[config.mk]
export PLATFORM = sky130hd
export DESIGN_NAME = idct_reorder_transpose_buffer_top
export DESIGN_NICKNAME = d
export VERILOG_FILES = /design/src/rtl/core/itrb_pkg.sv /design/src/rtl/core/itrb_ram.sv /design/src/rtl/core/itrb_ctrl.sv /design/src/rtl/core/idct_reorder_transpose_buffer_top.sv
export SDC_FILE = /design/constraint.sdc
export NUM_CORES = 2
export LEC_CHECK = 0
export ABC_AREA = 0
export BUFFER_PORTS_ARGS = -buffer_cell sky130_fd_sc_hd__buf_4
export CAP_MARGIN = 40
export CORE_MARGIN = 1.5
export CORE_UTILIZATION = 40
export DETAILED_ROUTE_END_ITERATION = 16
export PLACE_DENSITY = 0.62
export SYNTH_ARGS = -nofsm -noshare
export SYNTH_HDL_FRONTEND = slang
export SYNTH_SLANG_ARGS = --single-unit
[constraint.sdc]
create_clock -name clk_i -period 7.8 [get_ports clk_i]
set_input_delay 1.56 -clock clk_i [delete_from_list [all_inputs] [get_ports clk_i]]
set_output_delay 1.56 -clock clk_i [all_outputs]
set_load 0.05 [all_outputs]
[src/rtl/core/itrb_pkg.sv]
// ----------------------------------------------------------------------------
// itrb_pkg
// Shared types and constants of the IDCT reorder/transpose buffer: command
// codes, store geometry, butterfly column order and the control-to-store bus.
// ----------------------------------------------------------------------------
package itrb_pkg;

  typedef enum logic {
    CMD_WRITE = 1'b0,
    CMD_FLUSH = 1'b1
  } cmd_e;

  localparam int BLOCK_SIZE = 64;
  localparam int ADDR_W     = 7;
  localparam int DEPTH      = 128;
  localparam int CNT_W      = 7;

  // Column that each slot of a row lands in (butterfly order)
  localparam logic [2:0] COL_ORDER [8] = '{
    3'd0, 3'd7, 3'd3, 3'd4, 3'd1, 3'd6, 3'd2, 3'd5
  };

  typedef struct packed {
    logic              wr_en;
    logic [ADDR_W-1:0] wr_addr;
    logic              rd_en;
    logic [ADDR_W-1:0] rd_addr;
    logic              rd_last;
  } ram_req_t;

endpackage

[src/rtl/core/itrb_ram.sv]
// ----------------------------------------------------------------------------
// itrb_ram
// Generic simple dual-port RAM: one write port, one read port with
// registered read data, updated only under read enable.
// ----------------------------------------------------------------------------
module itrb_ram #(
  parameter int WIDTH = 16,
  parameter int DEPTH = 128
) (
  input  logic                     clk_i,
  input  logic                     we_i,
  input  logic [$clog2(DEPTH)-1:0] waddr_i,
  input  logic [WIDTH-1:0]         wdata_i,
  input  logic                     re_i,
  input  logic [$clog2(DEPTH)-1:0] raddr_i,
  output logic [WIDTH-1:0]         rdata_o
);

  logic [WIDTH-1:0] mem_q [DEPTH];
  logic [WIDTH-1:0] rdata_q;

  always_ff @(posedge clk_i) begin
    if (we_i) begin
      mem_q[waddr_i] <= wdata_i;
    end
    if (re_i) begin
      rdata_q <= mem_q[raddr_i];
    end
  end

  assign rdata_o = rdata_q;

endmodule

[src/rtl/core/itrb_ctrl.sv]
// ----------------------------------------------------------------------------
// itrb_ctrl
// Bank control: write counter with butterfly column order, column-major
// read sequencer and bank swap once the write bank is full and drained.
// ----------------------------------------------------------------------------
module itrb_ctrl (
  input  logic               clk_i,
  input  logic               rst_ni,
  input  logic               accept_i,
  input  itrb_pkg::cmd_e     command_i,
  output itrb_pkg::ram_req_t req_o
);

  logic [itrb_pkg::CNT_W-1:0] write_count_q, write_count_d;
  logic [itrb_pkg::CNT_W-1:0] read_rem_q, read_rem_d;
  logic                       write_bank_q, write_bank_d;

  logic                       wr_go, rd_go;
  logic [itrb_pkg::CNT_W-1:0] wc_step, rr_step, pos_full;
  logic [5:0]                 pos;

  // write_count never exceeds 64, so bit 6 alone marks a full bank
  assign wr_go = accept_i && (command_i == itrb_pkg::CMD_WRITE) && !write_count_q[6];
  assign rd_go = accept_i && (read_rem_q != '0);

  assign pos_full = itrb_pkg::CNT_W'(itrb_pkg::BLOCK_SIZE) - read_rem_q;
  assign pos      = pos_full[5:0];

  always_comb begin
    req_o.wr_en   = wr_go;
    req_o.wr_addr = {write_bank_q, write_count_q[5:3],
                     itrb_pkg::COL_ORDER[write_count_q[2:0]]};
    req_o.rd_en   = rd_go;
    // column-major: position gives column in high bits, row in low bits
    req_o.rd_addr = {~write_bank_q, pos[2:0], pos[5:3]};
    req_o.rd_last = (read_rem_q == itrb_pkg::CNT_W'(1));
  end

  assign wc_step = wr_go ? write_count_q + itrb_pkg::CNT_W'(1) : write_count_q;
  assign rr_step = rd_go ? read_rem_q - itrb_pkg::CNT_W'(1) : read_rem_q;

  always_comb begin
    write_count_d = wc_step;
    read_rem_d    = rr_step;
    write_bank_d  = write_bank_q;
    // swap once the full bank may take over the drained one
    if (accept_i && (rr_step == '0) &&
        (wc_step == itrb_pkg::CNT_W'(itrb_pkg::BLOCK_SIZE))) begin
      write_bank_d  = ~write_bank_q;
      read_rem_d    = itrb_pkg::CNT_W'(itrb_pkg::BLOCK_SIZE);
      write_count_d = '0;
    end
  end

  always_ff @(posedge clk_i or negedge rst_ni) begin
    if (!rst_ni) begin
      write_count_q <= '0;
      read_rem_q    <= '0;
      write_bank_q  <= 1'b0;
    end else begin
      write_count_q <= write_count_d;
      read_rem_q    <= read_rem_d;
      write_bank_q  <= write_bank_d;
    end
  end

endmodule

[src/rtl/core/idct_reorder_transpose_buffer_top.sv]
// ----------------------------------------------------------------------------
// idct_reorder_transpose_buffer_top
// Ping-pong 8x8 reorder and transpose stage between the row and column
// transforms of a 2D IDCT.
// ----------------------------------------------------------------------------
// Input channel (in_valid_i/in_ready_o): one command per transfer. A write
// command stores sample_i into the write bank (row by row, butterfly column
// order) and also pops one pending output; a flush only pops. Samples that
// arrive while the write bank is full and still waiting for the read bank
// to drain are dropped.
// Output channel (out_valid_o/out_ready_i): the read bank, column-major,
// one value per transfer; block_last_o marks the 64th value of a block.
// Path: each result passes the store read register, then the output
// register. Throughput: one transfer per cycle on both sides when the
// receiver does not stall; the one-port-each bank store sets that figure.
// When the receiver stalls, the output register and the store read stage
// fill and then in_ready_o drops; no result is lost.
// Reset clears the counters and the pipeline valids. The store contents
// are not cleared: a bank is read only after all 64 of its entries were
// written.
// ----------------------------------------------------------------------------
module idct_reorder_transpose_buffer_top #(
  parameter int SAMPLE_WIDTH = 16
) (
  input  logic               clk_i,
  input  logic               rst_ni,
  input  logic               in_valid_i,
  output logic               in_ready_o,
  input  logic               command_i,
  input  logic signed [15:0] sample_i,
  output logic               out_valid_o,
  input  logic               out_ready_i,
  output logic signed [15:0] value_o,
  output logic               block_last_o
);

  itrb_pkg::ram_req_t            req;
  logic                          accept;
  logic signed [SAMPLE_WIDTH-1:0] wr_data;
  logic signed [SAMPLE_WIDTH-1:0] rd_data;

  logic        s1_valid_q, s1_valid_d;
  logic        s1_last_q;
  logic        s1_move;
  logic        out_valid_q, out_valid_d;
  logic [15:0] value_q;
  logic        last_q;

  assign s1_move    = s1_valid_q && (!out_valid_q || out_ready_i);
  assign in_ready_o = !s1_valid_q || s1_move;
  assign accept     = in_valid_i && in_ready_o;

  itrb_ctrl u_ctrl (
    .clk_i     (clk_i),
    .rst_ni    (rst_ni),
    .accept_i  (accept),
    .command_i (itrb_pkg::cmd_e'(command_i)),
    .req_o     (req)
  );

  // sign-extend or truncate into the store width
  assign wr_data = SAMPLE_WIDTH'(sample_i);

  itrb_ram #(
    .WIDTH (SAMPLE_WIDTH),
    .DEPTH (itrb_pkg::DEPTH)
  ) u_ram (
    .clk_i   (clk_i),
    .we_i    (req.wr_en),
    .waddr_i (req.wr_addr),
    .wdata_i (wr_data),
    .re_i    (req.rd_en),
    .raddr_i (req.rd_addr),
    .rdata_o (rd_data)
  );

  always_comb begin
    s1_valid_d = s1_valid_q;
    if (accept) begin
      s1_valid_d = req.rd_en;
    end else if (s1_move) begin
      s1_valid_d = 1'b0;
    end
  end

  always_comb begin
    out_valid_d = out_valid_q;
    if (s1_move) begin
      out_valid_d = 1'b1;
    end else if (out_ready_i) begin
      out_valid_d = 1'b0;
    end
  end

  always_ff @(posedge clk_i or negedge rst_ni) begin
    if (!rst_ni) begin
      s1_valid_q  <= 1'b0;
      out_valid_q <= 1'b0;
    end else begin
      s1_valid_q  <= s1_valid_d;
      out_valid_q <= out_valid_d;
    end
  end

  always_ff @(posedge clk_i) begin
    if (accept && req.rd_en) begin
      s1_last_q <= req.rd_last;
    end
    if (s1_move) begin
      value_q <= 16'(rd_data);
      last_q  <= s1_last_q;
    end
  end

  assign out_valid_o  = out_valid_q;
  assign value_o      = value_q;
  assign block_last_o = last_q;

`ifndef ASSERT_OFF
  // a held read-stage result must block new transfers
  a_no_overrun: assert property (@(posedge clk_i) disable iff (!rst_ni)
    (s1_valid_q && !s1_move) |-> !in_ready_o)
    else $error("read stage overrun");

  // the write and read ports never touch the same bank
  a_bank_split: assert property (@(posedge clk_i) disable iff (!rst_ni)
    (req.wr_en && req.rd_en) |-> (req.wr_addr[6] != req.rd_addr[6]))
    else $error("write and read hit the same bank");

  // the read stage only fills from a store read
  a_s1_source: assert property (@(posedge clk_i) disable iff (!rst_ni)
    $rose(s1_valid_q) |-> $past(req.rd_en && accept))
    else $error("read stage filled without a store read");
`endif

endmodule
# After elaboration in Yosys (flattened, before gate mapping)
# Memories as Yosys holds them, arrays and structs flattened. A register that Yosys moved wholly into a read port is not among the register bits.
# Cells that the tools add are included.
[op_classes]
add_sub_neg = 3
order_cmp = 1
eq_ne = 2
muxes = 12
bitwise = 3
n_reduce_logical = 17
[op_table]
columns = ["cell", "n"]
rows = [
  ["$mux W7", 4],
  ["$logic_and A1 B1 Y1", 8],
  ["$add A7 B1 Y7 const B", 1],
  ["$eq A7 B1 Y1 const B", 1],
  ["$eq A7 B7 Y1 const B", 1],
  ["$logic_not A7 Y1", 1],
  ["$reduce_bool A7 Y1", 1],
  ["$sub A7 B1 Y7 const B", 1],
  ["$mux W1", 6],
  ["$mux W3", 2],
  ["$sub A1 B6 Y6 const A", 1],
  ["$ge A4 B4 Y1 const B", 1],
  ["$not A3 Y4", 1],
  ["$reduce_bool A2 Y1", 2],
  ["$logic_not A1 Y1", 3],
  ["$logic_or A1 B1 Y1", 2],
  ["$not A1 Y1", 2],
]
[totals]
ff_bits = 35
ramBits = 2048
romBits = 24
inputBits = 21
wordCells = 48
n_memories = 2
[mem_list]
columns = ["name", "words", "word_bits", "read_ports", "rd_clocked_by_memory_dff", "wr", "line_no", "rtl"]
rows = [
  ["u_ram.mem_q", 128, 16, 1, 1, 1, "itrb_ram.sv:19", "logic [WIDTH-1:0] mem_q [DEPTH];"],
  ["(name not given)", 8, 3, 1, 0, 0, "itrb_ctrl.sv:32", "itrb_pkg::COL_ORDER[write_count_q[2:0]]};"],
]

# Depth between registers and ports, before layout
[depth]
depth_word = 11
ltp_mapped = 17

# Hierarchy
# Synthesis repeated with hierarchy kept, for this count alone.
[hier_totals]
hier_cells = 3226
hier_area_um2 = 80415.9
[by_module_without_submodules]
columns = ["module", "instances", "cells_per_inst", "area_each_um2", "seq_area_each_um2"]
rows = [
  ["itrb_ram", 1, 3086, 78683.0, 61979.4],
  ["itrb_ctrl", 1, 112, 1081.0, 375.4],
  ["idct_reorder_transpose_buffer_top", 1, 28, 651.9, 590.6],
]

# Least setup slack after synthesis
# No wires, ideal clock.
[synth_timing]
kind = "input-to-reg"
from = "in out_ready_i"
to = "mem u_ram.mem_q[127][0] (enable)"
setup_time_ns = 0.389
arrival_time_ns = 4.028
required_ns = 7.411
path_slack_ns = 3.383
cell_stages = 7
cell_sequence = "nand3b_1 > and3_1 > clkbuf_1 > nor2b_1 > nand3_1 > clkbuf_1 > nor2_1"
[synth_via]
elab_chain_len = 8
[synth_rtl]
columns = ["item", "line_no", "rtl"]
rows = [
  ["start, declared", "idct_reorder_transpose_buffer_top.sv:32", "input logic out_ready_i,"],
  ["$logic_or A1 B1 Y1", "idct_reorder_transpose_buffer_top.sv:49", "assign s1_move = s1_valid_q && (!out_valid_q || out_ready_i);"],
  ["$logic_and A1 B1 Y1", "idct_reorder_transpose_buffer_top.sv:49", ""],
  ["$logic_or A1 B1 Y1", "idct_reorder_transpose_buffer_top.sv:50", "assign in_ready_o = !s1_valid_q || s1_move;"],
  ["$logic_and A1 B1 Y1", "idct_reorder_transpose_buffer_top.sv:51", "assign accept = in_valid_i && in_ready_o;"],
  ["$logic_and A1 B1 Y1 (2 in series)", "itrb_ctrl.sv:23", "assign wr_go = accept_i && (command_i == itrb_pkg::CMD_WRITE) && !write_count_q[6];"],
  ["$mux W1", "itrb_ram.sv:23", "if (we_i) begin"],
  ["$mux W1 (implied by the code)", "itrb_ram.sv:24", "mem_q[waddr_i] <= wdata_i;"],
  ["end, declared", "itrb_ram.sv:19", ""],
]
# No other way between the ends.

# Final worst setup path
[layout_timing]
from = "reg u_ctrl.read_rem_q[0] (netlist name)"
to = "reg u_ram.rdata_q[9], in the netlist u_ram.rdata_o[9], read port of u_ram.mem_q, data pin"
[layout_via]
elab_chain_len = 2
word_cells_on_any_way = 3
classes_between = "add/sub: 1; reduce/logical: 2"
[layout_rtl]
columns = ["item", "line_no", "rtl"]
rows = [
  ["start, declared", "itrb_ctrl.sv:15", "logic [itrb_pkg::CNT_W-1:0] read_rem_q, read_rem_d;"],
  ["start signal, assigned", "itrb_ctrl.sv:62", "read_rem_q <= read_rem_d;"],
  ["parallel branches: the longest is 2 deep, another holds $sub A1 B6 Y6", "--", ""],
  ["end, declared", "itrb_ram.sv:20", "logic [WIDTH-1:0] rdata_q;"],
]
# Several ways; the timed one is not identified.
# A chain may end at the register's enable or synchronous reset.

==> results.sh <==
export IMPL_clockBufferDepth=3
export IMPL_skew_ps=52.9
export IMPL_syn_avg_cell_area_um2=15.1
export IMPL_dieHeight_um=456
export IMPL_rsz0062_at_grt="no"
export IMPL_max_stage_delay_ps=700
export IMPL_p_clk_share_pct=26.7
export IMPL_numCtsBuffers=204
export IMPL_area_delta_synth_final_pct=13.7
export IMPL_ctsResizeCount=0
export IMPL_grt_first_pass_wirelength_mm=346
export IMPL_met1_usage_pct=32.8
export IMPL_fmaxAchievable_ghz=0.189
export IMPL_met2_usage_pct=34.4
export IMPL_crit_arrival_ps=5870
export IMPL_cts_root_buf="clkbuf_16"
export IMPL_clk_pin_slew_ps=60
export IMPL_yosysTopAreaCell="edfxtp_1"
export IMPL_cts_tree="done"
export IMPL_syn_area_um2=82200
export IMPL_cp_start_kind="flop"
export IMPL_die_w_um=456
export IMPL_final_setup_tns_ps=0
export IMPL_clock_sinks=2099
export IMPL_worst_setup_path_end_kind="flop"
export IMPL_status="complete, no violations"
export IMPL_synth_area_leaders="edfxtp_1, nand2_1, mux4_2, nand3_1, clkbuf_1"
export IMPL_worstSetupPathType="reg -> reg"
export IMPL_drt_pass1_iter_count=7
export IMPL_synthCells=5432
export IMPL_crit_family="simple AND/OR/NAND/NOR gates"
export IMPL_fill_cells=17600
export IMPL_hold_class="reg -> reg"
export IMPL_htreeDepth=4
export IMPL_start_util_pct=40.2
export IMPL_cap_violations=0
export IMPL_place_congestion=0.944
export IMPL_hpwl_mm=147
export IMPL_p_per_area_nw_per_um2=387
export IMPL_busiest_layer="met2"
export IMPL_worst_slew_pin_slew_ps=1030
export IMPL_place_area_um2=86900
export IMPL_first_global_vias=46600
export IMPL_row_count=166
export IMPL_core_area_um2=204000
export IMPL_route_vias_total=49900
export IMPL_p_seq_share_pct=35.7
export IMPL_report_final_hold_viol_count=0
export IMPL_ioPinCount=40
export IMPL_viasPerCell=5.89
export IMPL_fin_nets=5622
export IMPL_ys_seq_elements=2099
export IMPL_cp_buffers_inverters=3
export IMPL_synthArstFlopShare_pct=0.810
export IMPL_path_max_fanout=124
export IMPL_timing_final_crit_period_ps=5290
export IMPL_drt_total_wl_mm=243
export IMPL_seq_area_frac_synth_pct=76.6
export IMPL_cpMaxStageDelayCell="nor3b_1"
export IMPL_total_power_w=0.0362
export IMPL_stdcell_count=8469
export IMPL_power_switching_w=0.0139
export IMPL_critPathRequiredTime_ps=8380
export IMPL_internal_power_w=0.0222
export IMPL_hold_buffers=0
export IMPL_dp_cells=8078
export IMPL_post_cts_buffers=0
export IMPL_synth_fp_nets=5457
export IMPL_peakVddDrop_mv=0.607
export IMPL_io_buffer_count=39
export IMPL_grt_ovfl_total=0
export IMPL_power_leakage_nw=30.3
export IMPL_grtUsageTotal_pct=22.9
export IMPL_design_area_um2=93500
export IMPL_synth_common_cells="edfxtp_1, nand2_1, nand3_1"
export IMPL_drive_gt1_share_pct=14.0
export IMPL_drc=0
export IMPL_max_slew_margin_pct=31.5
export IMPL_antenna_found_initial=30
export IMPL_die_area_um2=208000
export IMPL_yosysWarnings=0
export IMPL_synth_main_ff_cell="edfxtp_1"
export IMPL_synth_top_area_share_pct=76.0
export IMPL_drtIter0Drc=7735
export IMPL_ant_nets=0
export IMPL_setup_viol=0
export IMPL_synth_distinct_cells=54
export IMPL_period_share_pct=67.8
export IMPL_wl_per_cell_um=28.7
export IMPL_power_share_switching_pct=38.5
export IMPL_drv_slew=0
export IMPL_clock_latency_ps=860
export IMPL_grt_util_met3_pct=4.79
export IMPL_synth_edf_count=2082
export IMPL_grt_max_degree=171
export IMPL_hold_ws_ps=451
export IMPL_crit_chain="inv_1 > ha_1 > nor3b_1 > xnor2_2 > buf_12 > nand2_1 > o22ai_1 > nor4_1 > buf_2 > or4b_1"
export IMPL_yosysMostFrequentCell="edfxtp_1"
export IMPL_power_frac_comb_pct=37.6
## kinds of logic (layout without fill, tap and decap cells)
logic type | after synthesis | count (layout) | synth area share (%)
muxes | 223 | 223 | 5.16
other | 0 | 13 | 0
AOI/OAI and AO/OA | 443 | 443 | 3.59
adders and majority gates | 4 | 4 | 0.0609
DFF | 2099 | 2099 | 76.6
buffers and inverters | 343 | 679 | 1.78
and+or+nand+nor | 2302 | 2302 | 12.7
xor gates and xnor gates | 18 | 18 | 0.201
## layout make-up
| type | count | area, µm² | share of cell area (%) |
|---|---|---|---|
| repair buffers | 292 | 2550 | 2.72 |
| clock buffers | 265 | 5480 | 5.86 |
| clock inverters | 112 | 981 | 1.05 |
| diodes | 13 | 32.5 | 0.0348 |
| flip-flops and latches | 2099 | 62900 | 67.3 |
| well taps | 2688 | 3360 | 3.60 |
| multi-input cells | 2990 | 18100 | 19.3 |
| inverters | 10 | 37.5 | 0.0402 |
## power by group through the flow
stage	clock [W]	combinational [W]	sequential (W)
after floorplan	0	0.00804	0.0130
after global placement	0	0.0130	0.0131
after detailed placement	0	0.0134	0.0131
after CTS	0.00974	0.0134	0.0129
after global routing	0.0102	0.0143	0.0129
final	0.00965	0.0136	0.0129
## path summary, 6_finish.rpt
check	startpoint	to	slack (ps)	cells after the start
min in group asynchronous	rst_ni	out_valid_o	600	1
min reg2reg	u_ram.rdata_o[13]	value_o[13]	450	0
min	u_ram.rdata_o[13]	value_o[13]	450	0
max reg2reg	u_ctrl.read_rem_q[0]	u_ram.rdata_o[9]	2510	10
max	u_ctrl.read_rem_q[0]	u_ram.rdata_o[9]	2510	10
max in group asynchronous	rst_ni	u_ctrl.read_rem_q[5]	6910	1
## worst register-to-register path, delay by kind of cell, from the launching register on
kind / cells / cell delay, ps
AND/OR/NAND/NOR: 4 / 2130
buffers and inverters: 3 / 1080
AO/OA/AOI/OAI: 1 / 630
flip-flops: 1 / 550
XOR/XNOR: 1 / 330
adder cells (fa/ha/maj): 1 / 300
## metal layers
| metal | vias to the layer above | routed length (µm) |
|---|---|---|
| met1 | 25400 | 97200 |
| li1 | 21200 | - |
| met5 | - | 131 |
| met4 | 18 | 9860 |
| met2 | 2894 | 110000 |
| met3 | 419 | 26200 |
## layout by cell type (no fill, tap or decap), types with 22 or more instances in the layout
master	count
a211oi_1	48
a21oi_1	114
a311oi_1	28
a31oi_1	127
a32oi_1	47
and3_1	78
buf_4	257
clkbuf_1	53
clkbuf_16	210
clkinv_1	54
clkinv_2	26
edfxtp_1	2082
mux2i_1	45
mux4_2	159
nand2_1	1232
nand3_1	498
nand4_1	107
nor2_1	173
nor4_1	22
nor4_2	23
or3_1	32
## metrics by stage
step | setup slack, ps | utilization (%)
3_5_place_dp | 2540 | 42.5
3_3_place_gp | 1460 | 42.2
6_report | 2510 | 45.7
5_1_grt | 2340 | 45.7
4_1_cts | 2530 | 45.7
2_1_floorplan | 3380 | -
## state kept, by name, summed over array words and instances (netlist names), 7 cells and up
register / flops
value_o: 16
u_ram.mem_q: 2048
u_ctrl.read_rem_q: 7
u_ctrl.write_count_q: 7
u_ram.rdata_o: 16
No activity file was read; power rests on OpenSTA's default activity.
